### src/rtl/iwt_pkg.sv
// iwt_pkg: shared types and constants of the idle connection timeout wheel
// no dependencies; used by iwt_cell and idle_connection_timeout_wheel
package iwt_pkg;

  localparam int unsigned MaxConnDefault    = 32;
  localparam int unsigned WheelSlotsDefault = 4;

  localparam int unsigned OpW    = 2;
  localparam int unsigned IdW    = 5;
  localparam int unsigned TicksW = 3;
  localparam int unsigned InDataW  = 8;  // op + conn_id, padded to a byte
  localparam int unsigned OutDataW = 8;  // timed_out_id, padded to a byte

  typedef enum logic [OpW-1:0] {
    OP_ACTIVITY = 2'd0,
    OP_TICK     = 2'd1,
    OP_CLOSE    = 2'd2
  } op_e;

  typedef enum logic [1:0] {
    ST_IDLE,
    ST_SCAN,
    ST_FLUSH
  } state_e;

  // command broadcast to every cell
  typedef struct packed {
    logic activity;
    logic close;
    logic tick;
    logic shift;
  } cell_cmd_t;

endpackage

### src/rtl/idle_connection_timeout_wheel.sv
// idle connection timeout wheel: row of per-connection cells and the tick drain control
// depends on iwt_pkg and iwt_cell
// activity and close requests give no result; a new one each cycle while no tick is draining
// a tick holds off requests until its drain ends, and longer under output back-pressure:
// all cells update at once, then the expiry flags shift down the cell chain one id per
// cycle, unless a held result waits on a full output
// asynchronous active-low reset untracks every connection and empties the output
module idle_connection_timeout_wheel #(
  parameter int unsigned MAX_CONN    = iwt_pkg::MaxConnDefault,
  parameter int unsigned WHEEL_SLOTS = iwt_pkg::WheelSlotsDefault
) (
  input  logic                          clk_i,
  input  logic                          rst_ni,
  // request side
  input  logic                          s_axis_tvalid,
  output logic                          s_axis_tready,
  input  logic [iwt_pkg::InDataW-1:0]   s_axis_tdata,   // op[1:0], conn_id[6:2], zero pad
  // result side
  output logic                          m_axis_tvalid,
  input  logic                          m_axis_tready,
  output logic [iwt_pkg::OutDataW-1:0]  m_axis_tdata,   // timed_out_id[4:0], zero pad
  output logic                          m_axis_tuser,   // found
  output logic                          m_axis_tlast    // last result of this tick
);

  localparam int unsigned CntW = (MAX_CONN > 1) ? $clog2(MAX_CONN) : 1;
  localparam logic [CntW-1:0] CntLast = CntW'(MAX_CONN - 1);

  // request decode
  logic                        req_acc;
  logic [iwt_pkg::OpW-1:0]     req_op;
  logic [iwt_pkg::IdW-1:0]     req_id;
  logic [31:0]                 req_id_wide;

  assign req_acc     = s_axis_tvalid && s_axis_tready;
  assign req_op      = s_axis_tdata[iwt_pkg::OpW-1:0];
  assign req_id      = s_axis_tdata[iwt_pkg::OpW +: iwt_pkg::IdW];
  assign req_id_wide = 32'(req_id);

  // drain control state
  iwt_pkg::state_e     state_q, state_d;
  logic [CntW-1:0]     cnt_q, cnt_d;
  logic [CntW-1:0]     pend_id_q, pend_id_d;
  logic                pend_vld_q, pend_vld_d;

  // result register
  logic                        out_vld_q, out_vld_d;
  logic [iwt_pkg::IdW-1:0]     out_id_q, out_id_d;
  logic                        out_found_q, out_found_d;
  logic                        out_last_q, out_last_d;

  iwt_pkg::cell_cmd_t cmd;
  logic [MAX_CONN-1:0] exp_flag;
  logic [MAX_CONN:0]   exp_chain;
  logic                out_free;
  logic [31:0]         pend_id_wide;

  assign out_free     = !out_vld_q || m_axis_tready;
  assign pend_id_wide = 32'(pend_id_q);

  // cell chain: expiry flags move one cell down per scan step, cell 0 is the head
  assign exp_chain[MAX_CONN] = 1'b0;

  for (genvar i = 0; i < MAX_CONN; i++) begin : g_cell
    logic hit;
    // ids at or beyond MAX_CONN match no cell
    assign hit = (req_id_wide == i);
    iwt_cell #(
      .WHEEL_SLOTS(WHEEL_SLOTS)
    ) u_cell (
      .clk_i     (clk_i),
      .rst_ni    (rst_ni),
      .cmd_i     (cmd),
      .hit_i     (hit),
      .exp_next_i(exp_chain[i+1]),
      .exp_o     (exp_flag[i])
    );
    assign exp_chain[i] = exp_flag[i];
  end

  assign s_axis_tready = (state_q == iwt_pkg::ST_IDLE);

  always_comb begin
    state_d     = state_q;
    cnt_d       = cnt_q;
    pend_id_d   = pend_id_q;
    pend_vld_d  = pend_vld_q;
    out_vld_d   = out_vld_q && !m_axis_tready;
    out_id_d    = out_id_q;
    out_found_d = out_found_q;
    out_last_d  = out_last_q;

    cmd.activity = req_acc && (req_op == iwt_pkg::OP_ACTIVITY);
    cmd.close    = req_acc && (req_op == iwt_pkg::OP_CLOSE);
    cmd.tick     = req_acc && (req_op == iwt_pkg::OP_TICK);
    cmd.shift    = 1'b0;

    unique case (state_q)
      iwt_pkg::ST_IDLE: begin
        if (cmd.tick) begin
          state_d    = iwt_pkg::ST_SCAN;
          cnt_d      = '0;
          pend_vld_d = 1'b0;
        end
      end
      iwt_pkg::ST_SCAN: begin
        // the newest expiry is held back so the final one can carry last
        if (exp_flag[0] && pend_vld_q) begin
          if (out_free) begin
            out_vld_d   = 1'b1;
            out_id_d    = pend_id_wide[iwt_pkg::IdW-1:0];
            out_found_d = 1'b1;
            out_last_d  = 1'b0;
            cmd.shift   = 1'b1;
          end
        end else begin
          cmd.shift = 1'b1;
        end
        if (cmd.shift) begin
          if (exp_flag[0]) begin
            pend_id_d  = cnt_q;
            pend_vld_d = 1'b1;
          end
          cnt_d = cnt_q + 1'b1;
          if (cnt_q == CntLast) begin
            state_d = iwt_pkg::ST_FLUSH;
          end
        end
      end
      iwt_pkg::ST_FLUSH: begin
        if (out_free) begin
          out_vld_d   = 1'b1;
          out_id_d    = pend_vld_q ? pend_id_wide[iwt_pkg::IdW-1:0] : '0;
          out_found_d = pend_vld_q;
          out_last_d  = 1'b1;
          state_d     = iwt_pkg::ST_IDLE;
        end
      end
      default: begin
        state_d = iwt_pkg::ST_IDLE;
      end
    endcase
  end

  always_ff @(posedge clk_i or negedge rst_ni) begin
    if (!rst_ni) begin
      state_q    <= iwt_pkg::ST_IDLE;
      cnt_q      <= '0;
      pend_vld_q <= 1'b0;
      out_vld_q  <= 1'b0;
    end else begin
      state_q    <= state_d;
      cnt_q      <= cnt_d;
      pend_vld_q <= pend_vld_d;
      out_vld_q  <= out_vld_d;
    end
  end

  // payload registers, no reset
  always_ff @(posedge clk_i) begin
    pend_id_q   <= pend_id_d;
    out_id_q    <= out_id_d;
    out_found_q <= out_found_d;
    out_last_q  <= out_last_d;
  end

  assign m_axis_tvalid = out_vld_q;
  assign m_axis_tdata  = {{(iwt_pkg::OutDataW - iwt_pkg::IdW){1'b0}}, out_id_q};
  assign m_axis_tuser  = out_found_q;
  assign m_axis_tlast  = out_last_q;

endmodule

### src/rtl/iwt_cell.sv
// iwt_cell: one connection slot of the wheel, with its expiry flag in the drain chain
// depends on iwt_pkg
module iwt_cell #(
  parameter int unsigned WHEEL_SLOTS = iwt_pkg::WheelSlotsDefault
) (
  input  logic              clk_i,
  input  logic              rst_ni,
  input  iwt_pkg::cell_cmd_t cmd_i,
  input  logic              hit_i,       // request addresses this cell
  input  logic              exp_next_i,  // expiry flag of the next cell up
  output logic              exp_o
);

  localparam logic [iwt_pkg::TicksW-1:0] Reload = iwt_pkg::TicksW'(WHEEL_SLOTS - 1);

  logic                        tracked_q, tracked_d;
  logic                        seen_q, seen_d;
  logic [iwt_pkg::TicksW-1:0]  ticks_q, ticks_d;
  logic                        exp_q, exp_d;

  always_comb begin
    tracked_d = tracked_q;
    seen_d    = seen_q;
    ticks_d   = ticks_q;
    exp_d     = exp_q;
    if (cmd_i.activity && hit_i) begin
      if (tracked_q) begin
        seen_d = 1'b1;
      end else begin
        tracked_d = 1'b1;
        seen_d    = 1'b0;
        ticks_d   = Reload;
      end
    end else if (cmd_i.close && hit_i) begin
      tracked_d = 1'b0;
      seen_d    = 1'b0;
      ticks_d   = '0;
    end else if (cmd_i.tick) begin
      exp_d = 1'b0;
      if (tracked_q) begin
        if (ticks_q != '0) begin
          ticks_d = ticks_q - 1'b1;
        end else if (seen_q) begin
          seen_d  = 1'b0;
          ticks_d = Reload;
        end else begin
          tracked_d = 1'b0;
          seen_d    = 1'b0;
          ticks_d   = '0;
          exp_d     = 1'b1;
        end
      end
    end else if (cmd_i.shift) begin
      exp_d = exp_next_i;
    end
  end

  always_ff @(posedge clk_i or negedge rst_ni) begin
    if (!rst_ni) begin
      tracked_q <= 1'b0;
      seen_q    <= 1'b0;
      ticks_q   <= '0;
      exp_q     <= 1'b0;
    end else begin
      tracked_q <= tracked_d;
      seen_q    <= seen_d;
      ticks_q   <= ticks_d;
      exp_q     <= exp_d;
    end
  end

  assign exp_o = exp_q;

endmodule
### config.mk
export PLATFORM = sky130hd
export DESIGN_NAME = idle_connection_timeout_wheel
export DESIGN_NICKNAME = d
export VERILOG_FILES = /design/src/rtl/iwt_pkg.sv /design/src/rtl/idle_connection_timeout_wheel.sv /design/src/rtl/iwt_cell.sv
export SDC_FILE = /design/constraint.sdc
export NUM_CORES = 1
export LEC_CHECK = 0
export BUFFER_PORTS_ARGS = -buffer_cell sky130_fd_sc_hd__clkbuf_2
export CAP_MARGIN = 25
export CORE_AREA = 8 8 171 173
export DETAILED_ROUTE_END_ITERATION = 10
export DIE_AREA = 0 0 179 181
export GPL_ROUTABILITY_DRIVEN = 0
export HOLD_SLACK_MARGIN = 0.08
export PLACE_DENSITY = 0.63
export SLEW_MARGIN = 0
export SYNTH_ARGS = -nofsm -noshare
export SYNTH_HDL_FRONTEND = slang
export SYNTH_SLANG_ARGS = --single-unit
export TNS_END_PERCENT = 30
### constraint.sdc
create_clock -name clk_i -period 3.2 [get_ports clk_i]
set_clock_uncertainty 0.1 [all_clocks]
set_input_delay 0.16 -clock clk_i [delete_from_list [all_inputs] [get_ports clk_i]]
set_output_delay 0.16 -clock clk_i [all_outputs]
set_load 0.05 [all_outputs]
Yosys cells after proc, flatten, opt, wreduce, memory -nomap -nowiden. Index checks and enable logic that the tools add are counted.

Register bits after elaboration: 213. Input bits: 12. Word-level logic and storage cells: 1415.

Add/subtract/negate cells: 33. Equality and inequality tests: 107. Mux-type cells: 799. Bitwise logic cells: 64. Reductions and logical operators: 276.

Operator list (number): 3-bit 2-to-1 mux (192); 1-bit 2-to-1 mux (558); 3-bit AND reduction (98); 3-bit nonzero test (96); 3-bit by 1-bit inequality test with 1-bit output (second input constant) (32); 3-bit by 1-bit subtractor with 3-bit output (second input constant) (32); 5-bit equality test (second input constant) (17); 2-bit inequality test (second input constant) (37); 2-bit 2-to-1 mux (36); 1-bit logical AND (70); 1-bit NOT (64); 5-bit by 4-bit equality test with 1-bit output (second input constant) (8); 32-bit logical NOT (1); 5-bit 2-to-1 mux (6); 5-bit by 3-bit equality test with 1-bit output (second input constant) (4); 5-bit one-hot mux with 2 select lines (2); 4-bit AND reduction (3); 5-bit by 2-bit equality test with 1-bit output (second input constant) (2); 1-bit one-hot mux with 2 select lines (4); 2-bit one-hot mux with 3 select lines (1); 2-bit nonzero test (3); 5-bit by 1-bit adder with 5-bit output (second input constant) (1); 5-bit by 1-bit equality test with 1-bit output (second input constant) (1); 2-bit by 1-bit equality test with 1-bit output (second input constant) (2); other kinds (5) (9).

Depth between registers and ports, before layout.
Depth after elaboration: 8. Mapped depth: 9. Gate-level depth less buffers: 7.

Cells and area by module. Synthesis repeated with hierarchy kept, for this count alone.

Cells, all modules: 1490. Area total of the unflattened synthesis: 14651.6 sq um.

By module, submodules not included: iwt_cell (g_cell[0].u_cell ...) (instances 29, cells each 42, area an instance 419.2 sq um); idle_connection_timeout_wheel (instances 1, cells each 139, area an instance 1288.7 sq um); iwt_cell (g_cell[16].u_cell) (instances 1, cells each 43, area an instance 417.9 sq um); iwt_cell (g_cell[3].u_cell) (instances 1, cells each 45, area an instance 395.4 sq um); iwt_cell (g_cell[18].u_cell) (instances 1, cells each 45, area an instance 394.1 sq um).

Worst setup path before layout. Ideal clock, no wire load.

Path type: flip-flop to flip-flop. Start point: reg state_q[0]. End point: reg g_cell[23].u_cell.ticks_q[2] (netlist bit). Data arrival time: 2.055 ns. Required time: 2.974 ns. Setup slack: 0.919 ns. Stages on the path, launching flop included: 8. Path buffers: 1. Path through: dfrtp_1 inv_1 ha_1 and4b_1 buf_4 nand3_2 a21o_1 a311o_1.

Word-level cells in the longest chain between the ends: 6.

Ends and longest elaborated chain: start, declared (line idle_connection_timeout_wheel.sv:41) `iwt_pkg::state_e state_q, state_d;`; start signal, assigned (line idle_connection_timeout_wheel.sv:147) `state_q <= iwt_pkg::ST_IDLE;`; start signal, assigned (line idle_connection_timeout_wheel.sv:152) `state_q <= state_d;`; 2-bit logical NOT * (line idle_connection_timeout_wheel.sv:81) `assign s_axis_tready = (state_q == iwt_pkg::ST_IDLE);`; net s_axis_tready (line idle_connection_timeout_wheel.sv:16) `output logic s_axis_tready,`; 1-bit logical AND * (line idle_connection_timeout_wheel.sv:35) `assign req_acc = s_axis_tvalid && s_axis_tready;`; 1-bit logical AND (on tied branches) (line idle_connection_timeout_wheel.sv:93, idle_connection_timeout_wheel.sv:94); 1-bit logical AND (on tied branches) (line iwt_cell.sv:26, iwt_cell.sv:34); 2-bit inequality test (no source line), or another cell as far along; 3-bit AND reduction (no source line) / 3-bit 2-to-1 mux (equally long branches); end signal, assigned (line iwt_cell.sv:67) `ticks_q <= ticks_d;`; end, declared (line iwt_cell.sv:18) `logic [iwt_pkg::TicksW-1:0] ticks_q, ticks_d;`.

The timed path passes the listed nets; every way through them passes the cells marked *. A chain may end at the register's enable or synchronous reset.

Worst setup path in the final report.
Start point: reg state_q[0]. End point: reg g_cell[2].u_cell.exp_q.

Word-level cells in the longest chain between the ends: 6.

Ends and longest elaborated chain: branches (longest 6 deep; another with 3-bit AND reduction); end signal, assigned (line iwt_cell.sv:68) `exp_q <= exp_d;`; end, declared (line iwt_cell.sv:19) `logic exp_q, exp_d;`.

Parallel ways; which one is timed is not known.

==> flow_summary.ini <==
[timing]
time_the_worst_path_needs_with_i_o_delays_and_setup_ns = 2.71
rsz_0062_raised_after_global_routing = false
fin_hold_ws_ns = 0.102
timing_worst_slew_pin_value_ns = 0.878
max-slew-margin-rel_pct = 41.3
max_freq_mhz = 369
totalNegativeSetupSlack_ns = 0
timing.final.crit_share_pct = 84.7
setup_violations = 0
timing_hold_violations_final = 0
final_max_slew_viol_count = 0

[placement]
post-place-cells = 1714
buffer_ports.inserted = 19
dpl-instance-area_um2 = 13400
place_hpwl_um = 22500

[setup_path]
reg2reg_depth = 8
critical_path_sink_type = flop
timing.rr.start = state_q[0]
worst-r2r-setup-slack_ns = 0.49
worst-path-max-fanout = 30
critical_path_required_ns = 3.53
startpoint_type_of_the_worst_setup_path = flop
worst_r2r_endpoint = g_cell[2].u_cell.exp_o
worst_setup_path_endpoint = g_cell[2].u_cell.exp_o
timing.setup.critical_path_class = flop to flop
worstPathArrival_ns = 3.04
critical_path.startpoint = state_q[0]

[drt]
sum_of_met2_wire_segment_lengths_after_detailed_routing_um = 15300
detail-route-antenna-nets = 0
average_routed_wire_per_standard_cell_um = 19.0
remaining_drc_errors = 0
route.top_layer_used = met4
routedLengthMet1_um = 15500
wire_length_on_met3_um = 1780
vias_per_cell = 6.18
drtPass1Iterations = 5
drt_wl_total_um = 33500
dr.first_iter.drc_count = 804
via_count = 10900

[floorplanning]
design.die.area_um2 = 32400
die_extent_in_y_um = 181
floorplan.io_pins = 24
floorplan.die.width_um = 179
std_cell_rows = 60
core_um2 = 26500
start_util_pct = 49.4

[logic_synthesis]
postSynth.topFlopCell = sky130_fd_sc_hd__dfrtp_1
edff_count_synth = 12
ys_seq_elements = 213
synth.distinct_cells = 92
async_reset_ff_share_pct = 94.4
post_synth.cell_area_avg_um2 = 9.31
syn_area_um2 = 13100
synth_sequential_area_ratio_pct = 41.2
ys.warnings.count = 0
synth_cells = 1405

[pwr]
ir_worst_vdd_mv = 0.575
power_density_nw_per_um2 = 774
leakage_power_figure_nw = 6.19

[finish]
final_layout_size_suffix_gt1_share_pct = 11.2
seqCellArea_um2 = 5390
area_growth_from_synthesis_to_layout_pct = 9.06
n_antenna_cell = 0
final_instance_count_without_filler_cells = 1761
non_filler_cell_area_final_um2 = 14300
multi_input_comb_area_um2 = 6800
layout.nets = 1483
finalCoreUtilization_pct = 53.8
nFillCells = 2395

[clock_tree]
cts_buffer_depth = 3
ctsHtreeMaxLevel = 1
clk_pin_slew_ns = 0.06
post_cts_buffers = 0
clk_latency_ns = 0.52
ctsRootBufferMaster = sky130_fd_sc_hd__clkbuf_16
cts-buffers-inserted = 25
tritoncts_num_sinks = 213
tritoncts_clock_tree = done

[global_routing]
grt_max_degree = 90
via_count_of_the_first_global_routing_pass = 10600
overflow = 0
gr_util_all_layers_pct = 20.8
first_pass_grt_wire_length_um = 55600
initial_antenna_violation_count = 0

[run_status]
outcome = completed

[worst_hold_path]
worst_hold_path_type = input pin to flop

[flow_run]
maxCapViolCount = 0
flip-flops by register name, indices dropped and copies added (netlist names):
register / flops
m_axis_tvalid: 1
cnt_q: 5
g_cell.u_cell.exp_o: 32
out_id_q: 5
g_cell.u_cell.tracked_q: 32
m_axis_tuser: 1
g_cell.u_cell.seen_q: 32
state_q: 2
pend_id_q: 5
pend_vld_q: 1
g_cell.u_cell.ticks_q: 96
m_axis_tlast: 1
power by group:
group          internal, mW  switching [mW]  total (mW)  leakage [nW]
clock                  1.81            1.13        2.95         0.419
combinational          1.58            2.18        3.77          3.23
sequential             3.63           0.705        4.33          2.54
layout make-up:
| class | count | area share [%] |
|---|---|---|
| inverters | 94 | 2.47 |
| repair buffers | 55 | 3.18 |
| clock inverters | 14 | 1.16 |
| flip-flops and latches | 213 | 37.8 |
| multi-input cells | 1013 | 47.7 |
| well taps | 341 | 2.99 |
| clock buffers | 31 | 4.75 |
synthesized netlist by cell type (6+ instances only):
cell                        count  area, um^2
sky130_fd_sc_hd__dfrtp_1      201        5030
sky130_fd_sc_hd__nand2_1      151         567
sky130_fd_sc_hd__a21oi_1      136         681
sky130_fd_sc_hd__nand3_1      118         591
sky130_fd_sc_hd__inv_1         93         349
sky130_fd_sc_hd__ha_1          69         863
sky130_fd_sc_hd__nor2_1        39         146
sky130_fd_sc_hd__o21ai_0       35         175
sky130_fd_sc_hd__a31oi_1       32         200
sky130_fd_sc_hd__buf_4         30         225
sky130_fd_sc_hd__nand2b_1      30         188
sky130_fd_sc_hd__nor2b_1       28         175
sky130_fd_sc_hd__o211ai_1      26         195
sky130_fd_sc_hd__buf_2         25         125
sky130_fd_sc_hd__a41oi_1       22         193
sky130_fd_sc_hd__a32o_1        20         200
sky130_fd_sc_hd__clkbuf_1      20        75.1
sky130_fd_sc_hd__nor3b_1       19         143
sky130_fd_sc_hd__o221a_2       17         191
sky130_fd_sc_hd__a32oi_1       15         131
sky130_fd_sc_hd__and3_1        15        93.8
sky130_fd_sc_hd__a21o_1        13        97.6
sky130_fd_sc_hd__o22ai_1       13        81.3
sky130_fd_sc_hd__and2_1        12        75.1
sky130_fd_sc_hd__buf_6         12         135
sky130_fd_sc_hd__edfxtp_1      12         360
sky130_fd_sc_hd__o31ai_1       12        90.1
sky130_fd_sc_hd__nand3b_1      11        82.6
sky130_fd_sc_hd__xor2_1         9        78.8
sky130_fd_sc_hd__a211oi_1       8        60.1
sky130_fd_sc_hd__nand4_1        8        50.1
sky130_fd_sc_hd__a311oi_1       7        61.3
sky130_fd_sc_hd__nand3_2        7        70.1
sky130_fd_sc_hd__nor3_1         7        35.0
sky130_fd_sc_hd__o21ai_1        7        35.0
sky130_fd_sc_hd__a21boi_0       6        45.0
sky130_fd_sc_hd__a221oi_1       6        52.6
sky130_fd_sc_hd__a22oi_1        6        45.0
sky130_fd_sc_hd__a2bb2oi_1      6        52.6
sky130_fd_sc_hd__o311a_1        6        60.1
sky130_fd_sc_hd__or3_1          6        37.5
stage by stage:
stage / setup WS [ns] / power [mW]
final: 0.488 / 11.0
after global routing: 0.292 / 11.9
after CTS: 0.491 / 11.1
after detailed placement: 0.506 / 8.11
after global placement: 0.532 / 7.98
after floorplan: 0.919 / 7.17
worst min-delay path by stage:
stage,start,to,slack (ns),cells after the start
2_1_floorplan,rst_ni,cnt_q[0],-0.24,0
3_3_place_gp,rst_ni,cnt_q[1],0.19,1
3_5_place_dp,rst_ni,cnt_q[1],0.20,1
4_1_cts,s_axis_tdata[6],g_cell[19].u_cell.tracked_q,0.08,3
5_1_grt,s_axis_tvalid,g_cell[3].u_cell.ticks_q[0],0.14,3
6_report,s_axis_tdata[6],g_cell[19].u_cell.tracked_q,0.10,3
kinds of logic (layout without fill, tap and decap cells):
logic type | after synthesis | in the layout | share of synthesized area, %
fa+ha+maj | 69 | 69 | 6.60
xor+xnor | 10 | 10 | 0.669
buf+inv | 181 | 194 | 6.98
simple gates | 497 | 497 | 21.1
flops | 213 | 213 | 41.2
other cells | 1 | 3 | 0.0287
compound gates | 429 | 429 | 23.0
mux | 5 | 5 | 0.430
layer usage:
metal  GRT usage, %  vias up
li1               -     5165
met2           32.7      288
met1           29.0     5369
met3           3.00       65
met5              0        -
met4           6.52        0
timing repair:
item | in CTS | in global routing
endpoints found under the setup margin | 0 | 0
resized for setup | 0 | 0
hold endpoints to repair | 87 | 0
hold buffers | 2 | 0
placed cells by master, fill, tap and decap left out, types with 15 or more instances in the layout:
master and instances:
sky130_fd_sc_hd__dfrtp_1 201, sky130_fd_sc_hd__nand2_1 151, sky130_fd_sc_hd__a21oi_1 136, sky130_fd_sc_hd__nand3_1 118, sky130_fd_sc_hd__inv_1 93, sky130_fd_sc_hd__ha_1 69, sky130_fd_sc_hd__nor2_1 39, sky130_fd_sc_hd__o21ai_0 35
sky130_fd_sc_hd__a31oi_1 32, sky130_fd_sc_hd__nand2b_1 30, sky130_fd_sc_hd__buf_4 28, sky130_fd_sc_hd__nor2b_1 27, sky130_fd_sc_hd__o211ai_1 26, sky130_fd_sc_hd__clkbuf_16 25, sky130_fd_sc_hd__a41oi_1 22, sky130_fd_sc_hd__a32o_1 20
sky130_fd_sc_hd__nor3b_1 19, sky130_fd_sc_hd__clkbuf_2 18, sky130_fd_sc_hd__o221a_2 17, sky130_fd_sc_hd__and3_1 15, sky130_fd_sc_hd__a32oi_1 15
worst max-delay path: stages (launching register included):
cell and delay [ns]:
sky130_fd_sc_hd__dfrtp_1 0.39, sky130_fd_sc_hd__inv_1 0.09, sky130_fd_sc_hd__ha_1 0.52, sky130_fd_sc_hd__buf_4 0.23, sky130_fd_sc_hd__nand4b_4 0.29, sky130_fd_sc_hd__o21ai_4 0.44, sky130_fd_sc_hd__buf_12 0.27, sky130_fd_sc_hd__a21oi_1 0.08
sky130_fd_sc_hd__a41oi_1 0.18
Note: power is estimated with default switching activity, not from simulation.
